`src/sv/cre_pkg.sv`:
```
// Shared types and constants for the circle raster engine.
// No dependencies; used by circle_raster_engine.
`default_nettype none

package cre_pkg;

    // Width of every coordinate field on the result channel
    localparam int OUT_W = 14;

    // Input word action codes
    typedef enum logic {
        ACT_START    = 1'b0,
        ACT_CONTINUE = 1'b1
    } t_action;

endpackage

`default_nettype wire

```
`src/sv/circle_raster_engine.sv`:
```
// Circle raster engine: Andres circle stepping with a one-step job register
// and a result register. Depends on cre_pkg.
//
//  channel | dir | handshake              | payload
//  --------+-----+------------------------+--------------------------------------------
//  input   | in  | i_valid / o_stall      | i_action i_center_x i_center_y i_radius_in
//          |     |                        | i_fill_mode
//  result  | out | o_valid / i_stall      | o_span_start_x o_span_end_x o_row_y
//          |     |                        | o_last_of_step o_circle_done
//
// A word that produces a step gives 8 points (outline) or 4 spans (fill): the
// result register emits one point or span per cycle while i_stall is low.
// The next input word is taken in the cycle the step's last result enters the
// result register; a continue word with no circle active makes no step.
// Reset (i_rst_n low, synchronous) drops the job, the pending result and the
// active circle. A stalled result holds; the job register then stalls input.
`default_nettype none

module circle_raster_engine #(
    parameter int COORD_BITS  = 12,
    parameter int RADIUS_BITS = 10
) (
    input  wire                            i_clk,
    input  wire                            i_rst_n,
    // input channel
    input  wire                            i_valid,
    output logic                           o_stall,
    input  wire                            i_action,
    input  wire  [COORD_BITS-1:0]          i_center_x,
    input  wire  [COORD_BITS-1:0]          i_center_y,
    input  wire  [RADIUS_BITS-1:0]         i_radius_in,
    input  wire                            i_fill_mode,
    // result channel
    output logic                           o_valid,
    input  wire                            i_stall,
    output logic signed [cre_pkg::OUT_W-1:0] o_span_start_x,
    output logic signed [cre_pkg::OUT_W-1:0] o_span_end_x,
    output logic signed [cre_pkg::OUT_W-1:0] o_row_y,
    output logic                           o_last_of_step,
    output logic                           o_circle_done
);

    // offsets carry a sign (y offset drops to -1 on a zero radius)
    localparam int OW   = RADIUS_BITS + 2;
    localparam int DW   = RADIUS_BITS + 3;
    localparam int MW   = (COORD_BITS > RADIUS_BITS) ? COORD_BITS : RADIUS_BITS;
    localparam int CW   = (MW + 3 > cre_pkg::OUT_W) ? MW + 3 : cre_pkg::OUT_W;
    localparam logic signed [DW-1:0] D_ONE = DW'(1);
    localparam logic signed [OW-1:0] O_ONE = OW'(1);

    // circle state
    logic                          r_active;
    logic [COORD_BITS-1:0]         r_cx;
    logic [COORD_BITS-1:0]         r_cy;
    logic [RADIUS_BITS-1:0]        r_radius;
    logic                          r_fill;
    logic signed [OW-1:0]          r_ox;
    logic signed [OW-1:0]          r_oy;
    logic signed [DW-1:0]          r_d;

    // job register: offsets of the step being emitted
    logic                          r_job_valid;
    logic signed [OW-1:0]          r_job_ox;
    logic signed [OW-1:0]          r_job_oy;
    logic                          r_job_done;
    logic [2:0]                    r_idx;

    // result register
    logic                          r_out_valid;
    logic signed [cre_pkg::OUT_W-1:0] r_out_sx;
    logic signed [cre_pkg::OUT_W-1:0] r_out_ex;
    logic signed [cre_pkg::OUT_W-1:0] r_out_y;
    logic                          r_out_last;
    logic                          r_out_done;

    // handshake
    logic out_free;
    logic job_last;
    logic job_move;
    logic in_accept;

    assign out_free  = !r_out_valid || !i_stall;
    assign job_last  = r_fill ? (r_idx == 3'd3) : (r_idx == 3'd7);
    assign job_move  = r_job_valid && out_free;
    assign o_stall   = r_job_valid && !(out_free && job_last);
    assign in_accept = i_valid && !o_stall;

    // step arithmetic on the accepted word
    logic                   ld;
    logic                   emit;
    logic [RADIUS_BITS-1:0] cur_r;
    logic signed [OW-1:0]   cur_ox;
    logic signed [OW-1:0]   cur_oy;
    logic signed [DW-1:0]   cur_d;
    logic signed [DW-1:0]   r_ext;
    logic signed [DW-1:0]   ox_ext;
    logic signed [DW-1:0]   oy_ext;
    logic signed [OW-1:0]   n_ox;
    logic signed [OW-1:0]   n_oy;
    logic signed [DW-1:0]   n_d;
    logic                   n_done;

    always_comb begin
        ld     = (cre_pkg::t_action'(i_action) == cre_pkg::ACT_START);
        emit   = ld || r_active;
        cur_r  = ld ? i_radius_in : r_radius;
        cur_ox = ld ? '0 : r_ox;
        cur_oy = ld ? $signed({2'b00, i_radius_in}) : r_oy;
        r_ext  = $signed({3'b000, cur_r});
        cur_d  = ld ? (r_ext - D_ONE) : r_d;
        ox_ext = $signed({cur_ox[OW-1], cur_ox});
        oy_ext = $signed({cur_oy[OW-1], cur_oy});
        n_ox   = cur_ox;
        n_oy   = cur_oy;
        if (cur_d >= (ox_ext <<< 1)) begin
            n_d  = cur_d - ((ox_ext <<< 1) + D_ONE);
            n_ox = cur_ox + O_ONE;
        end else if (cur_d < ((r_ext - oy_ext) <<< 1)) begin
            n_d  = cur_d + ((oy_ext <<< 1) - D_ONE);
            n_oy = cur_oy - O_ONE;
        end else begin
            n_d  = cur_d + ((oy_ext - ox_ext - D_ONE) <<< 1);
            n_oy = cur_oy - O_ONE;
            n_ox = cur_ox + O_ONE;
        end
        n_done = (n_oy < n_ox);
    end

    // point / span for the current index of the job
    logic                   sel_oy;
    logic                   x_neg;
    logic                   y_neg;
    logic signed [OW-1:0]   xo;
    logic signed [OW-1:0]   yo;
    logic signed [CW-1:0]   cx_w;
    logic signed [CW-1:0]   cy_w;
    logic signed [CW-1:0]   xo_w;
    logic signed [CW-1:0]   yo_w;
    logic signed [CW-1:0]   x_lo;
    logic signed [CW-1:0]   x_hi;
    logic signed [CW-1:0]   y_w;
    logic signed [CW-1:0]   n_sx;
    logic signed [CW-1:0]   n_ex;

    always_comb begin
        if (r_fill) begin
            // spans: oy wide at rows +-ox, ox wide at rows +-oy
            sel_oy = !(r_idx[0] ^ r_idx[1]);
            x_neg  = 1'b1;
            y_neg  = r_idx[1];
        end else begin
            sel_oy = r_idx[0];
            x_neg  = r_idx[1];
            y_neg  = r_idx[2];
        end
        xo   = sel_oy ? r_job_oy : r_job_ox;
        yo   = sel_oy ? r_job_ox : r_job_oy;
        cx_w = $signed({{(CW-COORD_BITS){1'b0}}, r_cx});
        cy_w = $signed({{(CW-COORD_BITS){1'b0}}, r_cy});
        xo_w = $signed({{(CW-OW){xo[OW-1]}}, xo});
        yo_w = $signed({{(CW-OW){yo[OW-1]}}, yo});
        x_lo = cx_w - xo_w;
        x_hi = cx_w + xo_w;
        y_w  = y_neg ? (cy_w - yo_w) : (cy_w + yo_w);
        n_sx = x_neg ? x_lo : x_hi;
        n_ex = r_fill ? x_hi : n_sx;
    end

    // registers
    always_ff @(posedge i_clk) begin
        if (!i_rst_n) begin
            r_active    <= 1'b0;
            r_job_valid <= 1'b0;
            r_idx       <= '0;
            r_out_valid <= 1'b0;
            r_cx        <= '0;
            r_cy        <= '0;
            r_radius    <= '0;
            r_fill      <= 1'b0;
            r_ox        <= '0;
            r_oy        <= '0;
            r_d         <= '0;
        end else begin
            // result register load
            if (out_free) begin
                r_out_valid <= r_job_valid;
            end
            if (job_move) begin
                r_out_sx   <= n_sx[cre_pkg::OUT_W-1:0];
                r_out_ex   <= n_ex[cre_pkg::OUT_W-1:0];
                r_out_y    <= y_w[cre_pkg::OUT_W-1:0];
                r_out_last <= job_last;
                r_out_done <= job_last && r_job_done;
                r_idx      <= job_last ? 3'd0 : r_idx + 3'd1;
            end
            // job register and circle state
            if (in_accept) begin
                r_job_valid <= emit;
                if (ld) begin
                    r_cx     <= i_center_x;
                    r_cy     <= i_center_y;
                    r_radius <= i_radius_in;
                    r_fill   <= i_fill_mode;
                end
                if (emit) begin
                    r_job_ox   <= cur_ox;
                    r_job_oy   <= cur_oy;
                    r_job_done <= n_done;
                    r_ox       <= n_ox;
                    r_oy       <= n_oy;
                    r_d        <= n_d;
                    r_active   <= !n_done;
                end
            end else if (job_move && job_last) begin
                r_job_valid <= 1'b0;
            end
        end
    end

    assign o_valid        = r_out_valid;
    assign o_span_start_x = r_out_sx;
    assign o_span_end_x   = r_out_ex;
    assign o_row_y        = r_out_y;
    assign o_last_of_step = r_out_last;
    assign o_circle_done  = r_out_done;

endmodule

`default_nettype wire
```
`config.mk`:
```
export PLATFORM = sky130hd
export DESIGN_NAME = circle_raster_engine
export DESIGN_NICKNAME = d
export VERILOG_FILES = /design/src/sv/cre_pkg.sv /design/src/sv/circle_raster_engine.sv
export SDC_FILE = /design/constraint.sdc
export NUM_CORES = 1
export LEC_CHECK = 0
export ABC_AREA = 1
export BUFFER_PORTS_ARGS = -buffer_cell sky130_fd_sc_hd__buf_2
export CELL_PAD_IN_SITES_DETAIL_PLACEMENT = 1
export CELL_PAD_IN_SITES_GLOBAL_PLACEMENT = 2
export CORE_MARGIN = 2
export CORE_UTILIZATION = 39
export DETAILED_ROUTE_END_ITERATION = 7
export PLACE_DENSITY = 0.93
export SYNTH_ARGS = -nofsm -noshare
export SYNTH_HDL_FRONTEND = slang
export SYNTH_SLANG_ARGS = --single-unit
```
`constraint.sdc`:
```
create_clock -name i_clk -period 9 [get_ports i_clk]
set_input_delay 1.35 -clock i_clk [delete_from_list [all_inputs] [get_ports i_clk]]
set_output_delay 1.35 -clock i_clk [all_outputs]
set_load 0.02 [all_outputs]
```
==> results of run 1 <==
==> cell type report <==
type | count | area [sq um] | area share [%]
Tap cell | 390 | 488 | 3.70
Sequential cell | 146 | 3600 | 27.3
Timing Repair Buffer | 100 | 538 | 4.08
Clock inverter | 9 | 150 | 1.14
Inverter | 277 | 1040 | 7.88
Clock buffer | 23 | 498 | 3.78
Multi-Input combinational cell | 1083 | 6870 | 52.1
==> power groups by stage <==
stage / registers (mW) / clock network (mW) / logic, mW
floorplan: 0.808 / 0 / 0.756
global placement: 0.800 / 0 / 1.02
detailed placement: 0.802 / 0 / 1.05
CTS: 0.788 / 0.795 / 1.06
global route: 0.793 / 0.820 / 1.19
finish: 0.789 / 0.786 / 1.05
==> metal layers <==
layer	global-route usage [%]	share of wire, %	vias up
li1	-	-	5248
met1	28.4	43	5064
met2	43.3	51	214
met3	2.98	3.2	65
met4	9.36	3.3	0
met5	0	0	-
==> registers in the layout (all words and copies together), names as in the netlist, 3 cells and up <==
name,flops
o_row_y,14
o_span_start_x,14
o_span_end_x,13
r_d,13
r_cx,12
r_cy,12
r_job_ox,12
r_job_oy,12
r_ox,12
r_oy,12
r_radius,10
r_idx,3
==> critical path, delay by kind of cell <==
kind	cells	cell delay, ns
AND/OR/NAND/NOR	16	1.85
AO/OA/AOI/OAI	9	1.67
XOR/XNOR	2	0.29
adder cells (fa/ha/maj)	3	0.81
buffers and inverters	8	1.04
==> cell families after synthesis <==
group	synth area share, %
xor+xnor	7.61
fa+ha+maj	15.2
compound gates	17.3
buf+inv	10.9
simple gates	18.3
flops	30.7
==> layout by cell type, fill, tap and decap left out, types with 12 or more instances in the layout <==
master | netlist | final
o21ai_1 | 14 | 13
nor3_1 | 14 | 14
nand2_2 | 14 | 14
buf_2 | 8 | 85
edfxtp_1 | 68 | 68
o21ai_0 | 115 | 114
clkbuf_16 | 0 | 17
nand2_1 | 270 | 270
o211ai_1 | 12 | 12
nand3_1 | 59 | 59
dfxtp_1 | 78 | 78
inv_1 | 263 | 263
buf_4 | 3 | 15
nor2_1 | 81 | 79
ha_1 | 130 | 130
a21oi_1 | 160 | 160
a31oi_1 | 13 | 13
xor2_1 | 77 | 77
o21bai_1 | 13 | 13
xnor2_1 | 25 | 25
==> path summary, 6_finish.rpt <==
| path | startpoint | end | slack [ns] | depth (start not counted) |
|---|---|---|---|---|
| worst max-delay path | i_action | r_job_done$_DFFE_PP_ | 2.18 | 38 |
| worst min-delay path | r_d[6]$_SDFFE_PN0P_ | r_d[6]$_SDFFE_PN0P_ | 0.46 | 2 |
| worst max register to register | r_oy[1]$_SDFFE_PN0P_ | r_job_done$_DFFE_PP_ | 3.10 | 32 |
| worst min register to register | r_d[6]$_SDFFE_PN0P_ | r_d[6]$_SDFFE_PN0P_ | 0.46 | 2 |
==> metrics by stage <==
step / std cells / worst slack (ns)
after floorplan: 1554 / 2.73
after global placement: 1996 / 2.02
after detailed placement: 1996 / 1.83
after CTS: 2028 / 2.23
after global routing: 2028 / 1.50
final: 2028 / 2.18
==> qor.txt, run 1 <==
Status: finished clean
Pwr/cell area: 199 nW/um^2
H-tree Lvls: 4
Count of different cell masters after synthesis: 56
Syn Nets: 1732
PostCTS Resize Cnt: 0
1st-pass router iterations: 5
Placed inst area: 12500 sq um
CP Launch Type: input port
Vias after detailed routing: 10591
Post-route minimum period: 6.82 ns
Gate Count Post-Synth: 1554
Seq/Total Area, Yosys: 30.7%
Asr flop ratio synth: 0%
CP Max Fanout: 13
Critical Path Max Stage Delay: 0.45 ns
Full die area: 31500 sq um
Required time of the critical path: 9.19 ns
Share of cells above drive strength 1: 11.4%
Clk buf depth: 2
Layout net count: 1803
WS Path Type: input port to flop
First-pass GRT wire length: 57.8 mm
DRC errors left: 0
CTS sink count: 146
Synth Cell Area: 11700 sq um
Final setup fails: 0
Top cell type's share of synthesized area: 17.4%
Effective utilization at floorplan: 39.6%
Diodes inserted: 0
DP Wirelength: 28.9 mm
Total clock buffers created by CTS: 17
Clk_skew: 0.00919 ns
Vias in the first global route: 10785
Clock latency on the worst-skew pair: 0.43 ns
Synth Area per Inst: 7.55 sq um
Switching Fraction: 38.0%
Layout area overhead: 12.4%
Site row count: 63
Min-delay worst type: flop to flop
Die Y: 177 microns
Post-route ant nets: 0
Main flop type after synthesis: dfxtp_1
Int Pwr: 1.63 mW
Setup TNS: 0 ns
Chip width: 177 microns
Most common library cells after synthesis: nand2_1 (270), inv_1 (263), a21oi_1 (160), ha_1 (130), o21ai_0 (115)
Max cap viols: 0
Fill cells: 3758
CTS tree: yes
Worst-path clk slew: 0.06 ns
Switch Pwr: 0.999 mW
Power Total: 2.63 mW
I/O pins: 86
Overall Global Routing Usage: 23.8%
Area leader, netlist: edfxtp_1
Flop pwr share: 30.0%
Wire per inst: 18.3 microns
Max frequency: 147 MHz
Input/output buffers: 85
Slowest CP cell: a21oi_1
Final worst-path cycle share: 75.7%
Ys Warns: 0
Final hold vios: 0
Vias per inst: 5.22
EDFF count, synth: 68
Root buffer cell: clkbuf_16
Setup Buffers After CTS: 0
Slew headroom: 17.5%
Post-route core utilization: 44.5%
Placer Congestion: 0.915
Max-slew violation count: 0
Core area: 29600 sq um
Clock network fraction of total power: 29.9%
Peak VDD IR: 0.151 mV
Initial antenna violation count: 0
Detailed Route Iter0 Violations: 481
Post-Route WL: 37.0 mm
Design Area, Final: 13200 sq um
Top-count cell post-synth: nand2_1
Leak Pwr: 6.40 nW
Unrepaired setup endpoints after global routing: false
Largest net degree at the start of global routing: 61
Crit path DAT: 7.00 ns
CP Capture Type: flop
Global route overflow: 0
Synth top area cells: edfxtp_1 (17%), ha_1 (14%), dfxtp_1 (13%)
Worst-margin pin slew: 1.23 ns
Hold bufs inserted after CTS: 0
Synth Register Bits: 146
WHS: 0.464 ns
Logic pwr share: 40.1%
Power figures use the tool's default switching activity.
==> run 2, diff against run 1 <==
CORE_UTILIZATION = 36   (was 39)
PLACE_DENSITY = 0.87   (was 0.93)
clock period = 6.3 ns   (was 9 ns; I/O delays follow)
==> run 2 against run 1 <==
Cell count grew 3.7%; via count is 0.13% lower; setup slack lost 1.7 ns; cell area grew 1.5%; critical path type unchanged; highest routed layer unchanged.
==> qor.txt, run 2 (synthesized netlist as in run 1, its figures left out) <==
Input/output buffers: 85 (unchanged)
CP Launch Type: input port
Post-route minimum period: 5.82 ns
Overall Global Routing Usage: 22.1% (-1.8 points)
Leak Pwr: 6.49 nW (+1.4%)
Switching Fraction: 38.7% (+0.70 points)
Post-route ant nets: 0 (unchanged)
Most frequent cells in the layout: nand2_1 (270), inv_1 (263), a21oi_1 (160), ha_1 (130), o21ai_0 (113)
Max-slew violation count: 0 (unchanged)
Core area: 32300 sq um (+8.9%)
Status: finished clean
Logic pwr share: 41.4% (+1.3 points)
Clk buf depth: 2 (unchanged)
Clock network fraction of total power: 28.2% (-1.7 points)
Slew headroom: 15.6% (-1.9 points)
DRC errors left: 0 (unchanged)
DP Wirelength: 29.2 mm (+1.1%)
First-pass GRT wire length: 57.6 mm (-0.31%)
Clk_skew: 0.0130 ns (+0.00385 ns)
Diodes inserted: 0 (unchanged)
Pwr/cell area: 277 nW/um^2 (+39%)
Fin cells: 2103 (+3.7%)
Max cap viols: 0 (unchanged)
Min-delay worst type: flop to flop
Wire per inst: 17.6 microns (-3.9%)
Critical Path Max Stage Delay: 0.36 ns (-0.09 ns)
Final worst-path cycle share: 92.4%
Switch Pwr: 1.43 mW (+43%)
Unrepaired setup endpoints after global routing: false
Effective utilization at floorplan: 36.3% (-3.2 points)
CP Max Fanout: 47 (+34)
Crit path DAT: 6.01 ns (-0.99 ns)
R2R Setup Slk: 1.07 ns (-2.03 ns)
Vias after detailed routing: 10577 (-0.13%)
Die Y: 185 microns (+4.0%)
Fill cells: 4050 (+7.8%)
Worst-margin pin slew: 1.26 ns (+0.0288 ns)
Layout net count: 1826 (+1.3%)
Slowest CP cell: ha_1
Detailed Route Iter0 Violations: 426 (-11%)
Chip width: 185 microns (+4.0%)
Int Pwr: 2.27 mW (+39%)
Full die area: 34100 sq um (+8.1%)
Worst-path clk slew: 0.07 ns (about the same)
CP most frequent cell: nand2_1
1st-pass router iterations: 4 (-1)
WS Path Type: input port to flop
CP Capture Type: flop
Multi-input logic area: 6870 sq um (unchanged)
Final setup fails: 0 (unchanged)
Share of cells above drive strength 1: 12.5% (+1.1 points)
Final hold vios: 0 (unchanged)
Setup TNS: 0 ns (unchanged)
Most common cell after layout, fill and taps aside: nand2_1
Post-Route WL: 36.9 mm (-0.35%)
Vias per inst: 5.03 (-3.7%)
Register area: 3600 sq um (unchanged)
Peak VDD IR: 0.141 mV (-7.2%)
Initial antenna violation count: 0 (unchanged)
CTS tree: yes
Vias in the first global route: 10788 (+0.028%)
I/O pins: 86 (unchanged)
Required time of the critical path: 6.49 ns (-2.70 ns)
Site row count: 66 (+4.8%)
Placer Congestion: 0.962 (+5.2%)
Clock latency on the worst-skew pair: 0.44 ns (about the same)
Max frequency: 172 MHz
Global route overflow: 0 (unchanged)
H-tree Lvls: 4 (unchanged)
Flop pwr share: 30.4% (+0.4 points)
CTS sink count: 146 (unchanged)
Root buffer cell: clkbuf_16
Layout area overhead: 14.1%
Largest net degree at the start of global routing: 61 (unchanged)
Dpl cells: 2071 (+3.8%)
Power Total: 3.70 mW (+41%)
Total clock buffers created by CTS: 17 (unchanged)
## run 2: cell types whose count changed in the layout (fill, tap and decap cells not counted), moves of 2 or more
cell	previous run	this run
clkbuf_1	1	3
clkinv_2	2	4
buf_4	15	36
clkbuf_8	5	1
## run 2: worst paths after layout
check	start	end	cells past startpoint
worst max-delay path	i_action	r_job_done$_DFFE_PP_	37
worst min-delay path	r_d[8]$_SDFFE_PN0P_	r_d[8]$_SDFFE_PN0P_	2
worst max register to register	r_oy[2]$_SDFFE_PN0P_	r_job_done$_DFFE_PP_	35
worst min register to register	r_d[8]$_SDFFE_PN0P_	r_d[8]$_SDFFE_PN0P_	2
## run 2: cell type report
class                           count  share of cell area (%)
Clock inverter                     11                    1.02
Sequential cell                   146                    26.9
Inverter                          277                    7.77
Tap cell                          442                    4.13
Multi-Input combinational cell   1083                    51.4
Clock buffer                       21                    3.37
Timing Repair Buffer              123                    5.43
## run 2: per-stage QoR
step	hold WS [ns]	util [%]	worst slack, ns	area (sq um)
after floorplan	0.435	-	0.438	11700
after global placement	0.452	39.6	0.246	12800
after detailed placement	0.457	39.6	0.0609	12800
after CTS	0.467	41.4	0.451	13400
after global routing	0.489	41.4	0.0193	13400
final	0.465	41.4	0.480	13400
## run 2: power groups by stage
stage	Combinational (mW)	Clock (mW)	Sequential, mW
global route	1.74	1.09	1.13
finish	1.53	1.04	1.13
global placement	1.48	0	1.14
floorplan	1.08	0	1.15
CTS	1.54	1.06	1.13
detailed placement	1.53	0	1.14
## run 2: critical path: cells and delay by family
family	cells	cell delay, ns
and+or+nand+nor	21	2.26
adders and majority gates	3	0.94
AOI/OAI and AO/OA	6	0.90
buffers and inverters	5	0.60
xor gates and xnor gates	2	0.34
## run 2: timing repair
item,in CTS,in global routing
buffers inserted,0,0
resized for setup,0,3
hold buffers,0,0
endpoints found under the setup margin,0,1
## run 2: layer usage
layer	wire length (microns)	GRT usage, %
met1	16600	27.1
met4	1340	8.99
met5	0	0
met2	17900	39.0
met3	986	2.73
==> run 3, diff against run 2 <==
PLACE_DENSITY = unset   (was 0.87)
PLACE_DENSITY_LB_ADDON = 0.1   (was unset)
==> run 3 against run 2 <==
Register-to-register slack worse by 0.13 ns; clock power hardly changed; global-route usage is 0.87 points higher; clock skew is 0.0072 ns higher; cell area hardly changed; count of clock-buffer cells in the layout is 4 lower; cell count hardly changed; sequential share of layout area hardly changed; worst hold slack better by 0.0042 ns; via count is 2.1% lower; combinational power hardly changed; die area stayed put; largest power group unchanged.
==> qor.txt, run 3 (synthesized netlist as in run 1, its figures left out) <==
Final setup fails: 0 (unchanged)
Max-slew violation count: 0 (unchanged)
WHS: 0.470 ns (+0.00425 ns)
PostCTS Resize Cnt: 0 (unchanged)
Required time of the critical path: 6.49 ns (about the same)
Wire per inst: 18.1 microns (+3.0%)
Clk buf depth: 2 (unchanged)
Slew headroom: 35.1% (+20 points)
I/O pins: 86 (unchanged)
DP Wirelength: 30.6 mm (+4.6%)
Total clock buffers created by CTS: 17 (unchanged)
Leak Pwr: 6.49 nW (about the same)
CP Launch Type: input port
CP most frequent cell: nand2_1
H-tree Lvls: 4 (unchanged)
Stages on worst setup path: 37 (unchanged)
DRC errors left: 0 (unchanged)
Diodes inserted: 0 (unchanged)
Clock latency on the worst-skew pair: 0.44 ns (about the same)
Root buffer cell: clkbuf_16
Initial antenna violation count: 0 (unchanged)
Detailed Route Iter0 Violations: 323 (-24%)
Slowest CP cell: ha_1
Vias in the first global route: 10552 (-2.2%)
Post-route ant nets: 0 (unchanged)
Largest net degree at the start of global routing: 44 (-28%)
Setup Buffers After CTS: 0 (unchanged)
Hold Crit Depth: 2 (unchanged)
Final worst-path cycle share: 91.9% (-0.52 points)
Peak VDD IR: 0.204 mV (+45%)
Dpl cells: 2073 (+0.097%)
Die Y: 185 microns (unchanged)
Setup TNS: 0 ns (unchanged)
CP Capture Type: flop
Hold bufs inserted after CTS: 0 (unchanged)
Min-delay worst type: flop to flop
Status: finished clean
Worst path bufs/invs: 5 (unchanged)
Pwr/cell area: 279 nW/um^2 (+0.68%)
Worst-path clk slew: 0.07 ns (about the same)
Final hold vios: 0 (unchanged)
Max frequency: 173 MHz (+0.57%)
Effective utilization at floorplan: 36.3% (unchanged)
CP Max Fanout: 9 (-81%)
Input/output buffers: 85 (unchanged)
Critical Path Max Stage Delay: 0.32 ns (-0.04 ns)
Unrepaired setup endpoints after global routing: false
Most common cell after layout, fill and taps aside: nand2_1
Fin cells: 2105 (+0.095%)
Vias per inst: 4.92 (-2.2%)
Crit path DAT: 5.98 ns (-0.03 ns)
Share of cells above drive strength 1: 12.7% (+0.29 points)
1st-pass router iterations: 5 (+1)
Max cap viols: 0 (unchanged)
Post-Route WL: 38.0 mm (+3.1%)
Core area: 32300 sq um (unchanged)
Overall Global Routing Usage: 22.9% (+0.87 points)
Global route overflow: 0 (unchanged)
WS Path Type: input port to flop
Layout net count: 1828 (+0.11%)
Most frequent cells in the layout: nand2_1 (270), inv_1 (263), a21oi_1 (160), ha_1 (130), o21ai_0 (114)
Vias after detailed routing: 10357 (-2.1%)
Post-route minimum period: 5.79 ns (-0.0329 ns)
Placer Congestion: 0.856 (-11%)
R2r worst-path depth: 34 (-2.9%)
First-pass GRT wire length: 58.6 mm (+1.7%)
Worst-margin pin slew: 0.949 ns (-0.314 ns)
Clk_skew: 0.0203 ns (+0.00722 ns)
CP top delay family: simple AND/OR/NAND/NOR gates
CTS tree: yes
Setup ws final: 0.513 ns (+0.0329 ns)
CTS sink count: 146 (unchanged)
Post-Place Worst Slack: 0.0636 ns (+0.00268 ns)
Chip width: 185 microns (unchanged)
Layout area overhead: 14.1% (about the same)
Full die area: 34100 sq um (unchanged)
Site row count: 66 (unchanged)
## run 3: cell count changes in the layout (fill, tap and decap cells not counted), sizes merged
cell | previous run | this run
clkbuf | 21 | 17
bufinv | 3 | 2
clkinvlp | 1 | 3
buf | 123 | 125
inv | 274 | 281
clkinv | 10 | 6
## run 3: report_power, final
part / switching (mW) / internal, mW
sequential: 0.0394 / 1.09
combinational: 0.983 / 0.550
clock: 0.475 / 0.596
## run 3: layout make-up
| cell class | count | area (sq um) |
|---|---|---|
| flip-flops and latches | 146 | 3600 |
| inverters | 277 | 1040 |
| well taps | 442 | 553 |
| clock inverters | 15 | 171 |
| multi-input cells | 1083 | 6870 |
| clock buffers | 17 | 425 |
| fillers | 4086 | 18900 |
| repair buffers | 125 | 726 |
## run 3: path summary, 6_finish.rpt
path | startpoint | to | slack (ns)
worst max-delay path | i_action | r_job_done$_DFFE_PP_ | 0.51
worst min-delay path | r_cy[8]$_SDFFE_PN0P_ | r_cy[8]$_SDFFE_PN0P_ | 0.47
worst max register to register | r_radius[1]$_SDFFE_PN0P_ | r_job_done$_DFFE_PP_ | 0.94
worst min register to register | r_cy[8]$_SDFFE_PN0P_ | r_cy[8]$_SDFFE_PN0P_ | 0.47
## run 3: per-stage QoR
stage          util (%)  area [sq um]  total power, mW
4_1_cts            41.5         13400             3.78
3_5_place_dp       39.6         12800             2.69
2_1_floorplan         -         11700             2.23
5_1_grt            41.5         13400             4.02
6_report           41.5         13400             3.73
3_3_place_gp       39.6         12800             2.66
## run 3: worst register-to-register path, delay by kind of cell, from the launching register on
kind | cells | cell delay (ns)
simple gates | 19 | 2.06
compound gates | 7 | 1.25
flops | 1 | 0.31
buf+inv | 3 | 0.29
fa+ha+maj | 3 | 0.88
xor+xnor | 2 | 0.34
## run 3: metal layers
metal / track usage [%] / part of all wire, % / vias up / wire [microns]
met1: 26.7 / 44 / 4878 / 16700
met5: 0 / 0 / - / 0
met2: 42.5 / 51 / 129 / 19300
li1: - / - / 5297 / -
met4: 8.38 / 3.2 / 0 / 1200
met3: 3.08 / 2.1 / 53 / 785
